[src/hw/rtl/circular_queue_fifo_defines.svh]
// Assertion helpers shared by the queue's RTL files.
`ifndef CIRCULAR_QUEUE_FIFO_DEFINES_SVH
`define CIRCULAR_QUEUE_FIFO_DEFINES_SVH

// A property checked on every rising clock edge outside reset.
`define CQF_ASSERT(lbl, prop, msg) \
  lbl: assert property (@(posedge clk_i) disable iff (!rst_ni) (prop)) else $error(msg);

// An implication checked on every rising clock edge outside reset.
`define CQF_ASSERT_IMPL(lbl, ante, cons, msg) \
  lbl: assert property (@(posedge clk_i) disable iff (!rst_ni) (ante) |-> (cons)) \
    else $error(msg);

// An implication whose consequent is checked in the cycle after the antecedent.
`define CQF_ASSERT_NEXT(lbl, ante, cons, msg) \
  lbl: assert property (@(posedge clk_i) disable iff (!rst_ni) (ante) |=> (cons)) \
    else $error(msg);

`endif

[src/hw/rtl/cqf_pkg.sv]
package cqf_pkg;

  localparam int DEPTH_DEFAULT      = 16;
  localparam int DATA_WIDTH_DEFAULT = 32;

  localparam int          CAP_W     = 5;
  localparam logic [4:0]  CAP_RESET = 5'd16;
  localparam int          KIND_W    = 2;
  localparam int          STATUS_W  = 2;
  localparam int          OUT_W     = 32;

  typedef enum logic [KIND_W-1:0] {
    KIND_INSERT = 2'd0,
    KIND_REMOVE = 2'd1,
    KIND_DUMP   = 2'd2
  } kind_e;

  typedef enum logic [STATUS_W-1:0] {
    ST_OK       = 2'd0,
    ST_OVERFLOW = 2'd1,
    ST_EMPTY    = 2'd2
  } status_e;

  typedef enum logic [1:0] {
    S_IDLE = 2'd0,
    S_POP  = 2'd1,
    S_DUMP = 2'd2
  } state_e;

  typedef struct packed {
    logic    push;
    logic    pop;
    logic    dump_start;
    logic    dump_next;
    logic    out_load;
    logic    out_from_mem;
    status_e out_status;
    logic    out_last;
  } cmd_t;

  typedef struct packed {
    logic full;
    logic empty;
    logic dump_more;
  } stat_t;

endpackage

[src/hw/rtl/cqf_ctrl.sv]
`include "circular_queue_fifo_defines.svh"

module cqf_ctrl (
  input  logic                          clk_i,
  input  logic                          rst_ni,
  input  logic                          in_valid_i,
  output logic                          in_ready_o,
  input  logic [cqf_pkg::KIND_W-1:0]    kind_i,
  output logic                          out_valid_o,
  input  logic                          out_ready_i,
  input  cqf_pkg::stat_t                stat_i,
  output cqf_pkg::cmd_t                 cmd_o
);

  cqf_pkg::state_e state_q, state_d;
  logic            out_valid_q, out_valid_d;
  logic            slot_free;
  logic            in_fire;

  // The result register can take a new result when empty or being drained.
  assign slot_free  = !out_valid_q || out_ready_i;
  assign in_ready_o = (state_q == cqf_pkg::S_IDLE) && slot_free;
  assign in_fire    = in_valid_i && in_ready_o;

  always_comb begin
    state_d = state_q;
    case (state_q)
      cqf_pkg::S_IDLE: begin
        if (in_fire) begin
          case (cqf_pkg::kind_e'(kind_i))
            cqf_pkg::KIND_REMOVE: if (!stat_i.empty) state_d = cqf_pkg::S_POP;
            cqf_pkg::KIND_DUMP:   if (!stat_i.empty) state_d = cqf_pkg::S_DUMP;
            default:              state_d = cqf_pkg::S_IDLE;
          endcase
        end
      end
      cqf_pkg::S_POP: begin
        if (slot_free) state_d = cqf_pkg::S_IDLE;
      end
      cqf_pkg::S_DUMP: begin
        if (slot_free && !stat_i.dump_more) state_d = cqf_pkg::S_IDLE;
      end
      default: state_d = cqf_pkg::S_IDLE;
    endcase
  end

  always_comb begin
    cmd_o = '0;
    cmd_o.out_status = cqf_pkg::ST_OK;
    case (state_q)
      cqf_pkg::S_IDLE: begin
        if (in_fire) begin
          case (cqf_pkg::kind_e'(kind_i))
            cqf_pkg::KIND_INSERT: begin
              cmd_o.out_load   = 1'b1;
              cmd_o.out_last   = 1'b1;
              cmd_o.push       = !stat_i.full;
              cmd_o.out_status = stat_i.full ? cqf_pkg::ST_OVERFLOW : cqf_pkg::ST_OK;
            end
            cqf_pkg::KIND_REMOVE: begin
              if (stat_i.empty) begin
                cmd_o.out_load   = 1'b1;
                cmd_o.out_last   = 1'b1;
                cmd_o.out_status = cqf_pkg::ST_EMPTY;
              end else begin
                cmd_o.pop = 1'b1;
              end
            end
            cqf_pkg::KIND_DUMP: begin
              if (stat_i.empty) begin
                cmd_o.out_load   = 1'b1;
                cmd_o.out_last   = 1'b1;
                cmd_o.out_status = cqf_pkg::ST_EMPTY;
              end else begin
                cmd_o.dump_start = 1'b1;
              end
            end
            default: cmd_o = cmd_o;
          endcase
        end
      end
      cqf_pkg::S_POP: begin
        if (slot_free) begin
          cmd_o.out_load     = 1'b1;
          cmd_o.out_from_mem = 1'b1;
          cmd_o.out_last     = 1'b1;
        end
      end
      cqf_pkg::S_DUMP: begin
        if (slot_free) begin
          cmd_o.out_load     = 1'b1;
          cmd_o.out_from_mem = 1'b1;
          cmd_o.out_last     = !stat_i.dump_more;
          // Fetch the next entry while this one moves into the result register.
          cmd_o.dump_next    = stat_i.dump_more;
        end
      end
      default: cmd_o = '0;
    endcase
  end

  always_comb begin
    out_valid_d = out_valid_q;
    if (cmd_o.out_load) begin
      out_valid_d = 1'b1;
    end else if (out_ready_i) begin
      out_valid_d = 1'b0;
    end
  end

  always_ff @(posedge clk_i or negedge rst_ni) begin
    if (!rst_ni) begin
      state_q     <= cqf_pkg::S_IDLE;
      out_valid_q <= 1'b0;
    end else begin
      state_q     <= state_d;
      out_valid_q <= out_valid_d;
    end
  end

  assign out_valid_o = out_valid_q;

  `CQF_ASSERT_IMPL(a_load_into_free_slot, cmd_o.out_load, !out_valid_q || out_ready_i, "result overwritten before its transaction")
  `CQF_ASSERT_NEXT(a_read_then_deliver, cmd_o.pop || cmd_o.dump_start || cmd_o.dump_next, state_q == cqf_pkg::S_POP || state_q == cqf_pkg::S_DUMP, "memory read issued with no state to deliver it")
  `CQF_ASSERT(a_single_queue_op, !(cmd_o.push && (cmd_o.pop || cmd_o.dump_start)), "insert and read issued together")

endmodule

[src/hw/rtl/cqf_dpath.sv]
`include "circular_queue_fifo_defines.svh"

module cqf_dpath #(
  parameter int DEPTH      = cqf_pkg::DEPTH_DEFAULT,
  parameter int DATA_WIDTH = cqf_pkg::DATA_WIDTH_DEFAULT
) (
  input  logic                              clk_i,
  input  logic                              rst_ni,
  input  logic                              cfg_we_i,
  input  logic [cqf_pkg::CAP_W-1:0]         cfg_data_i,
  input  logic signed [cqf_pkg::OUT_W-1:0]  value_i,
  input  cqf_pkg::cmd_t                     cmd_i,
  output cqf_pkg::stat_t                    stat_o,
  output logic [cqf_pkg::STATUS_W-1:0]      status_o,
  output logic signed [cqf_pkg::OUT_W-1:0]  data_o,
  output logic                              last_o
);

  localparam int PW = $clog2(DEPTH);
  localparam int OW = $clog2(DEPTH + 1);
  localparam int LW = (OW > cqf_pkg::CAP_W) ? OW : cqf_pkg::CAP_W;

  logic [cqf_pkg::CAP_W-1:0]       cap_q;
  logic [PW-1:0]                   rp_q, rp_d, wp_q, wp_d, dptr_q, dptr_d;
  logic [OW-1:0]                   occ_q, occ_d, drem_q, drem_d;
  logic [LW-1:0]                   cap_ext, depth_ext, limit;
  logic [PW-1:0]                   raddr;
  logic                            rd_en;
  logic signed [DATA_WIDTH-1:0]    wdata;
  logic signed [DATA_WIDTH-1:0]    mem_q [DEPTH];
  logic signed [DATA_WIDTH-1:0]    rd_data_q;
  logic [cqf_pkg::STATUS_W-1:0]    status_q;
  logic signed [cqf_pkg::OUT_W-1:0] data_q;
  logic                            last_q;

  function automatic logic [PW-1:0] advance(input logic [PW-1:0] p);
    return (p == PW'(DEPTH - 1)) ? '0 : p + PW'(1);
  endfunction

  // A capacity above the storage depth saturates to the depth.
  assign cap_ext   = LW'(cap_q);
  assign depth_ext = LW'(DEPTH);
  assign limit     = (cap_ext > depth_ext) ? depth_ext : cap_ext;

  assign stat_o.full      = LW'(occ_q) >= limit;
  assign stat_o.empty     = (occ_q == '0);
  assign stat_o.dump_more = (drem_q != '0);

  // Size casts sign-extend or truncate between the port and storage widths.
  assign wdata = DATA_WIDTH'(value_i);
  assign rd_en = cmd_i.pop || cmd_i.dump_start || cmd_i.dump_next;
  assign raddr = cmd_i.dump_next ? dptr_q : rp_q;

  always_comb begin
    rp_d   = rp_q;
    wp_d   = wp_q;
    occ_d  = occ_q;
    dptr_d = dptr_q;
    drem_d = drem_q;
    if (cmd_i.push) begin
      wp_d  = advance(wp_q);
      occ_d = occ_q + OW'(1);
    end
    if (cmd_i.pop) begin
      rp_d  = advance(rp_q);
      occ_d = occ_q - OW'(1);
    end
    if (cmd_i.dump_start) begin
      dptr_d = advance(rp_q);
      drem_d = occ_q - OW'(1);
    end
    if (cmd_i.dump_next) begin
      dptr_d = advance(dptr_q);
      drem_d = drem_q - OW'(1);
    end
  end

  always_ff @(posedge clk_i or negedge rst_ni) begin
    if (!rst_ni) begin
      cap_q  <= cqf_pkg::CAP_RESET;
      rp_q   <= '0;
      wp_q   <= '0;
      occ_q  <= '0;
      dptr_q <= '0;
      drem_q <= '0;
    end else begin
      if (cfg_we_i) cap_q <= cfg_data_i;
      rp_q   <= rp_d;
      wp_q   <= wp_d;
      occ_q  <= occ_d;
      dptr_q <= dptr_d;
      drem_q <= drem_d;
    end
  end

  always_ff @(posedge clk_i) begin
    if (cmd_i.push) mem_q[wp_q] <= wdata;
    if (rd_en) rd_data_q <= mem_q[raddr];
  end

  always_ff @(posedge clk_i) begin
    if (cmd_i.out_load) begin
      status_q <= cmd_i.out_status;
      data_q   <= cmd_i.out_from_mem ? cqf_pkg::OUT_W'(rd_data_q) : '0;
      last_q   <= cmd_i.out_last;
    end
  end

  assign status_o = status_q;
  assign data_o   = data_q;
  assign last_o   = last_q;

  `CQF_ASSERT(a_occ_bounded, occ_q <= OW'(DEPTH), "occupancy beyond storage depth")

endmodule

[src/hw/rtl/circular_queue_fifo.sv]
// Ring-buffer queue of signed words with a programmable capacity.
// Input channel (in_valid_i/in_ready_o) carries one operation per transaction:
// kind_i insert stores value_i, remove returns the oldest word, dump streams
// every held word oldest first without removing any.
// Output channel (out_valid_o/out_ready_i) returns status_o, data_o and
// last_o; last_o marks the final result of an operation.
// The configuration channel (cfg_valid_i/cfg_ready_o) writes the capacity and
// is always ready; write it only while the queue is idle.
// Insert, and a remove or dump on an empty queue, load the result register on
// acceptance, so the result is valid the cycle after acceptance. Remove passes
// the registered storage read, then the result register once that is free.
// Dump gives one result per cycle after the first read while results are taken.
// A new operation is accepted while an earlier result still waits, so long
// as that result is taken in the same cycle; if the receiver stalls, the
// result holds and input acceptance stops.
// Reset empties the queue and sets the capacity to 16; storage contents are
// not cleared.
module circular_queue_fifo #(
  parameter int DEPTH      = cqf_pkg::DEPTH_DEFAULT,
  parameter int DATA_WIDTH = cqf_pkg::DATA_WIDTH_DEFAULT
) (
  input  logic                              clk_i,
  input  logic                              rst_ni,
  input  logic                              cfg_valid_i,
  output logic                              cfg_ready_o,
  input  logic [cqf_pkg::CAP_W-1:0]         cfg_data_i,
  input  logic                              in_valid_i,
  output logic                              in_ready_o,
  input  logic [cqf_pkg::KIND_W-1:0]        kind_i,
  input  logic signed [cqf_pkg::OUT_W-1:0]  value_i,
  output logic                              out_valid_o,
  input  logic                              out_ready_i,
  output logic [cqf_pkg::STATUS_W-1:0]      status_o,
  output logic signed [cqf_pkg::OUT_W-1:0]  data_o,
  output logic                              last_o
);

  cqf_pkg::cmd_t  cmd;
  cqf_pkg::stat_t stat;

  assign cfg_ready_o = 1'b1;

  cqf_ctrl u_ctrl (
    .clk_i       (clk_i),
    .rst_ni      (rst_ni),
    .in_valid_i  (in_valid_i),
    .in_ready_o  (in_ready_o),
    .kind_i      (kind_i),
    .out_valid_o (out_valid_o),
    .out_ready_i (out_ready_i),
    .stat_i      (stat),
    .cmd_o       (cmd)
  );

  cqf_dpath #(
    .DEPTH      (DEPTH),
    .DATA_WIDTH (DATA_WIDTH)
  ) u_dpath (
    .clk_i      (clk_i),
    .rst_ni     (rst_ni),
    .cfg_we_i   (cfg_valid_i),
    .cfg_data_i (cfg_data_i),
    .value_i    (value_i),
    .cmd_i      (cmd),
    .stat_o     (stat),
    .status_o   (status_o),
    .data_o     (data_o),
    .last_o     (last_o)
  );

endmodule

[config.mk]
export PLATFORM = sky130hd
export DESIGN_NAME = circular_queue_fifo
export DESIGN_NICKNAME = d
export VERILOG_FILES = /design/src/hw/rtl/cqf_pkg.sv /design/src/hw/rtl/cqf_ctrl.sv /design/src/hw/rtl/cqf_dpath.sv /design/src/hw/rtl/circular_queue_fifo.sv
export VERILOG_INCLUDE_DIRS = /design/src /design/src/hw/rtl
export SDC_FILE = /design/constraint.sdc
export NUM_CORES = 1
export LEC_CHECK = 0
export ABC_CLOCK_PERIOD_IN_PS = 14200
export BUFFER_PORTS_ARGS = -buffer_cell sky130_fd_sc_hd__buf_4
export CORE_MARGIN = 2
export CORE_UTILIZATION = 45
export DETAILED_ROUTE_END_ITERATION = 10
export MAX_ROUTING_LAYER = met4
export PLACE_DENSITY_LB_ADDON = 0.1
export SYNTH_ARGS = -nofsm -noshare
export SYNTH_HDL_FRONTEND = slang
export SYNTH_SLANG_ARGS = --single-unit
[constraint.sdc]
create_clock -name clk_i -period 14.2 [get_ports clk_i]
set_input_delay 2.84 -clock clk_i [delete_from_list [all_inputs] [get_ports clk_i]]
set_output_delay 2.84 -clock clk_i [all_outputs]
set_load 0.05 [all_outputs]
# Word-level counts from Yosys, hierarchy flattened
# Memory sizes are Yosys's and may differ from the RTL's. A register that Yosys moved wholly into a read port is not among the register bits.
# Cells that the tools add are included.
# word_totals
ff_bits,65
latch_bits,0
ramBits,512
romBits,0
inputBits,44
output_inout_bits,38
word_cells,91
mem_count,1
# classes
add_sub_neg,6
n_mul,0
div_mod_pow,0
n_lt_le_gt_ge,2
n_eq_ne,12
n_shift,0
mux,40
n_bitwise,0
reduce_logical,19
# mem_list
memory,depth,word_bits,read_ports,rd_ports_with_merged_regs,wr,line_no,source
u_dpath.mem_q,16,32,1,1,1,cqf_dpath.sv:30,logic signed [DATA_WIDTH-1:0] mem_q [DEPTH];
# op_table
operator,count
two-way mux 5 bit,5
two-way mux 4 bit,6
"adder 4 x 1 -> 4 bit, second input constant",3
"== test 4 bit, second input constant",3
two-way mux 1 bit,12
two-way mux 2 bit,6
case mux 2 bit (3 select lines),2
"subtractor 5 x 1 -> 5 bit, second input constant",2
two-way mux 3 bit,3
two-way mux 9 bit,1
"inequality test 2 x 1 -> 1 bit, second input constant",3
"inequality test 3 bit, second input constant",2
case mux 3 bit (2 select lines),1
nonzero test 2 bit,3
"adder 5 x 1 -> 5 bit, second input constant",1
greater-or-equal comparator 5 bit,1
"greater-than comparator 5 bit, second input constant",1
logical NOT 5 bit,1
AND reduction 5 bit,1
nonzero test 5 bit,1
"== test 2 x 1 -> 1 bit, second input constant",2
"== test 2 bit, second input constant",2
logical NOT 2 bit,2
case mux 1 bit (2 select lines),2
other kinds (7),13

# Longest topological paths before layout
# logic_depth
word_depth,9
depth_mapped,11
ltp_nobuf,8

# Cells and area by module
# A second synthesis with hierarchy kept.
# hier_totals
cells_unflattened,1340
hier_area_um2,23638.9
# modules_own_cells
module,n_inst,cells_per_inst,area_each_um2,seq_area_each_um2
cqf_dpath,1,1293,23249.8,18063.6
cqf_ctrl,1,45,377.9,75.1
circular_queue_fifo,1,2,11.3,0.0

# Worst setup path after synthesis
# No wires, ideal clock.
# synth_timing
path_type,input port to flip-flop
startpoint,in out_ready_i
endpoint,"mem u_dpath.mem_q[10][0] (netlist bit), enable pin"
setup_time_ps,502
t_arrival_ps,6796
required_ps,13698
slack_ps,6902
cell_stages,6
n_path_buf,1
cell_sequence,nand2b_1 > and3_1 > clkbuf_1 > nand3_1 > a31o_2 > nor4_1
# synth_via
elab_chain_cells,7
# synth_lines
element,line_no,source
start: declaration,circular_queue_fifo.sv:32,"input logic out_ready_i,"
logical OR 1 bit,cqf_ctrl.sv:21,assign slot_free = !out_valid_q || out_ready_i;
logical AND 1 bit,cqf_ctrl.sv:22,assign in_ready_o = (state_q == cqf_pkg::S_IDLE) && slot_free;
logical AND 1 bit,cqf_ctrl.sv:23,assign in_fire = in_valid_i && in_ready_o;
two-way mux 9 bit,cqf_ctrl.sv:52,if (in_fire) begin
two-way mux 3 bit,cqf_ctrl.sv:50,case (state_q)
two-way mux 1 bit,cqf_dpath.sv:97,if (cmd_i.push) mem_q[wp_q] <= wdata;
two-way mux 1 bit (implied by the code),cqf_dpath.sv:97,
end: declaration,cqf_dpath.sv:30,
# No other way between the ends.

# Worst setup path after layout
# layout_timing
startpoint,in out_ready_i
endpoint,out in_ready_o
# layout_via
elab_chain_cells,2
# layout_lines
element,line_no,source
logical OR 1 bit,cqf_ctrl.sv:21,
logical AND 1 bit,cqf_ctrl.sv:22,
end: declaration,circular_queue_fifo.sv:28,"output logic in_ready_o,"
# No other way between the ends.

==> key figures <==
Floorplanning
  – Row cnt: 84
  – Floorplan die width: 234 um
  – Die height: 234 um
  – Core box area: 52300 sq um
  – I/O pin cnt: 82
  – Die area: about 55000 sq um
  – Starting Density: 45.4%

Worst hold path
  – Worst min-delay path class: reg2reg

STA
  – TNS Setup: 0 ns
  – Minimum clock period: 6.54 ns
  – Least-Margin Pin Slew: roughly 1.1 ns
  – Worst Skew: 0.0102 ns
  – RSZ-0062 raised after global routing: no
  – Fin crit share: approximately 46%
  – Final count of hold timing violations: 0
  – Final setup fails: 0
  – Slew Limit Fails: 0
  – Slew Limit Headroom: approximately 25%
  – Max Clock Freq: 153 MHz

Layout
  – Fillcell total: 4231
  – Area of the multi-input gates: 5460 sq um
  – Final core occ: 52.4%
  – Synthesis-to-layout area growth: 15.5%
  – Most frequent cells in the layout: edfxtp_1, mux2i_1, o22ai_1, buf_4, clkbuf_16
  – Most common cell after layout, fill and taps aside: edfxtp_1
  – Nets: 1530
  – Seq. cell area: 18100 sq um
  – Layout cells sized above 1: 16.3%

Synth
  – #FFs+latches synth: 609
  – Syn Nets: 1429
  – Async set-or-reset flop fraction in the synthesized netlist: 4.93%
  – Post-synth EDFFs: 579
  – Mapped Area: 23800 sq um
  – Top cells by area, synth: edfxtp_1, mux2i_1, o22ai_1
  – Post-Syn Area per Cell: 17.4 sq um
  – Synth Instances: between 1000 and 1500
  – Part of the Yosys area used for sequential elements: about 76%
  – Leading area contributor after synthesis: edfxtp_1
  – Syn. warnings: 0
  – Post-synth top area share: between 70% and 80%
  – Most used flip-flop cell after synthesis: edfxtp_1
  – Synth cell types: 48

Status
  – Status: completed

Pwr
  – Leakage power: 10.1 nW
  – Peak supply drop: approximately 0.26 mV
  – PwrDens: 206 nW/um^2

Detailed routing
  – DRT iter0 DRCs: 1249
  – Vias per Instance: 5.56
  – ANT nets after route: 0
  – DR WL/cell: 25.0 um
  – First-pass DRT Iterations: 5
  – Final wirelength: 55200 um
  – DR DRC count: 0
  – Routed via count: roughly 12000

GRT
  – Largest net degree at the start of global routing: 129
  – Grt ovf: 0
  – Number of global-route vias before repair: between 10000 and 15000
  – Initial antenna violation count: 2
  – GRT Overall Usage: 21.1%
  – First-pass GRT wire length: 80800 um

Placement
  – DP HPWL: roughly 27000 um
  – IO Port Bufs: 80
  – Final RePlAce weighted congestion: roughly 0.76

CTS
  – Post-CTS Hold Buffers: 0
  – Worst-skew pair later-pin latency: 0.62 ns
  – CTS buffer count: 61
  – Setup Fix Bufs, Post-CTS: 0
  – Clock-pin slew on the worst setup and hold paths: 0.06 ns
  – Clock Sinks: 609
  – Clock root buffer: clkbuf_16
  – CTS tree: built
  – Clock Path Buffers: 3
  – H-tree Lvls: 2
  – CTS resizes: 0

Critical path
  – CP arrival: approximately 3.7 ns
  – Worst Setup Path Type: in2out
  – WP data required: 11.36 ns
  – Crit. End Element: output pin
  – Crit-path max FO: 6
  – Worst Setup Start Kind: primary input

Job
  – MaxCap Viol Count: 0
==> worst max-delay path: stages <==
cell     delay, ns
buf_4         0.11
nor2b_1       0.45
nor3_1        0.09
buf_4         0.21
==> through the flow <==
step                      power [mW]  hold slack, ns  instances  setup WS, ns  cell area (sq um)
after floorplan                 3.54           0.473       1365          6.90              23800
after global placement          4.06           0.489       2091          7.62              25400
after detailed placement        4.08           0.496       2091          7.66              25400
after CTS                       5.71           0.513       2205          7.65              27400
after global routing            5.92           0.531       2206          7.58              27400
final                           5.67           0.510       2206          7.66              27400
==> synth_stat cells, types with 2 or more instances <==
library cell,count
mux2_2,5
a31oi_1,15
or4_1,32
buf_1,4
nand2_1,25
a21o_1,2
nor2_1,21
and3_1,8
clkbuf_1,38
a21oi_1,10
a22oi_1,2
o22ai_1,130
xnor2_1,6
dfrtp_1,29
edfxtp_1,579
nor4_1,6
and2_1,34
ha_1,20
xor2_1,5
or4b_2,2
o21ai_0,14
or3_1,3
nor2b_1,6
mux2i_1,258
nor4b_1,2
or2_2,3
inv_1,19
nor3b_1,2
nand3_1,12
nor3_1,18
nand2b_1,6
o211ai_1,2
buf_2,32
==> power by group <==
group          total (mW)  internal (mW)  switching, mW
logic                1.74          0.664           1.08
registers            2.29           2.19          0.101
clock network        1.64          0.967          0.669
==> logic make-up after synthesis <==
logic type               Yosys count  synth area share, %
AO/OA/AOI/OAI                    182                 4.79
AND/OR/NAND/NOR                  185                 4.60
buffers and inverters             94                 1.67
multiplexers                     263                 11.1
XOR/XNOR                          11                0.406
adder cells (fa/ha/maj)           20                 1.05
other                              1               0.0158
flip-flops                       609                 76.4
==> worst paths after layout <==
kind / from / to / slack [ns] / depth (start not counted)
worst max-delay path: out_ready_i / in_ready_o / 7.66 / 4
worst min register to register: u_dpath.cap_ext[0]$_DFFE_PN0P_ / u_dpath.cap_ext[0]$_DFFE_PN0P_ / 0.51 / 1
worst min-delay path: u_dpath.cap_ext[0]$_DFFE_PN0P_ / u_dpath.cap_ext[0]$_DFFE_PN0P_ / 0.51 / 1
max in group asynchronous: rst_ni / u_dpath.cap_ext[4]$_DFFE_PN1P_ / 11.73 / 1
min in group asynchronous: rst_ni / u_dpath.cap_ext[1]$_DFFE_PN0P_ / 2.15 / 1
worst max register to register: u_dpath.drem_q[0]$_DFFE_PN0P_ / u_dpath.rd_data_q[4]$_DFFE_PP_ / 9.95 / 9
==> metal layers <==
metal / GRT usage (%) / routed length [um]
met1: 29.2 / 25200
met2: 32.6 / 26000
met4: 5.48 / 1120
met5: - / 0
met3: 3.56 / 2910
==> cell type report <==
| type | instances | area share (%) |
|---|---|---|
| timing repair buffer | 113 | 3.18 |
| multi-input combinational | 662 | 19.9 |
| antenna | 1 | 0.00912 |
| inverter | 19 | 0.260 |
| tap | 688 | 3.14 |
| clock inverter | 44 | 1.59 |
| sequential | 609 | 66.1 |
| clock buffer | 70 | 5.84 |
==> sequential cells by signal, indices dropped and copies added, names as in the netlist <==
signal,count
u_ctrl.state_q,2
u_ctrl.out_valid_o,1
u_dpath.rd_data_q,32
u_dpath.dptr_q,4
u_dpath.occ_q,5
u_dpath.last_o,1
u_dpath.wp_q,4
u_dpath.cap_ext,5
u_dpath.data_o,32
u_dpath.status_o,2
u_dpath.drem_q,5
u_dpath.rp_q,4
u_dpath.mem_q,512
No activity file was read; power rests on OpenSTA's default activity.
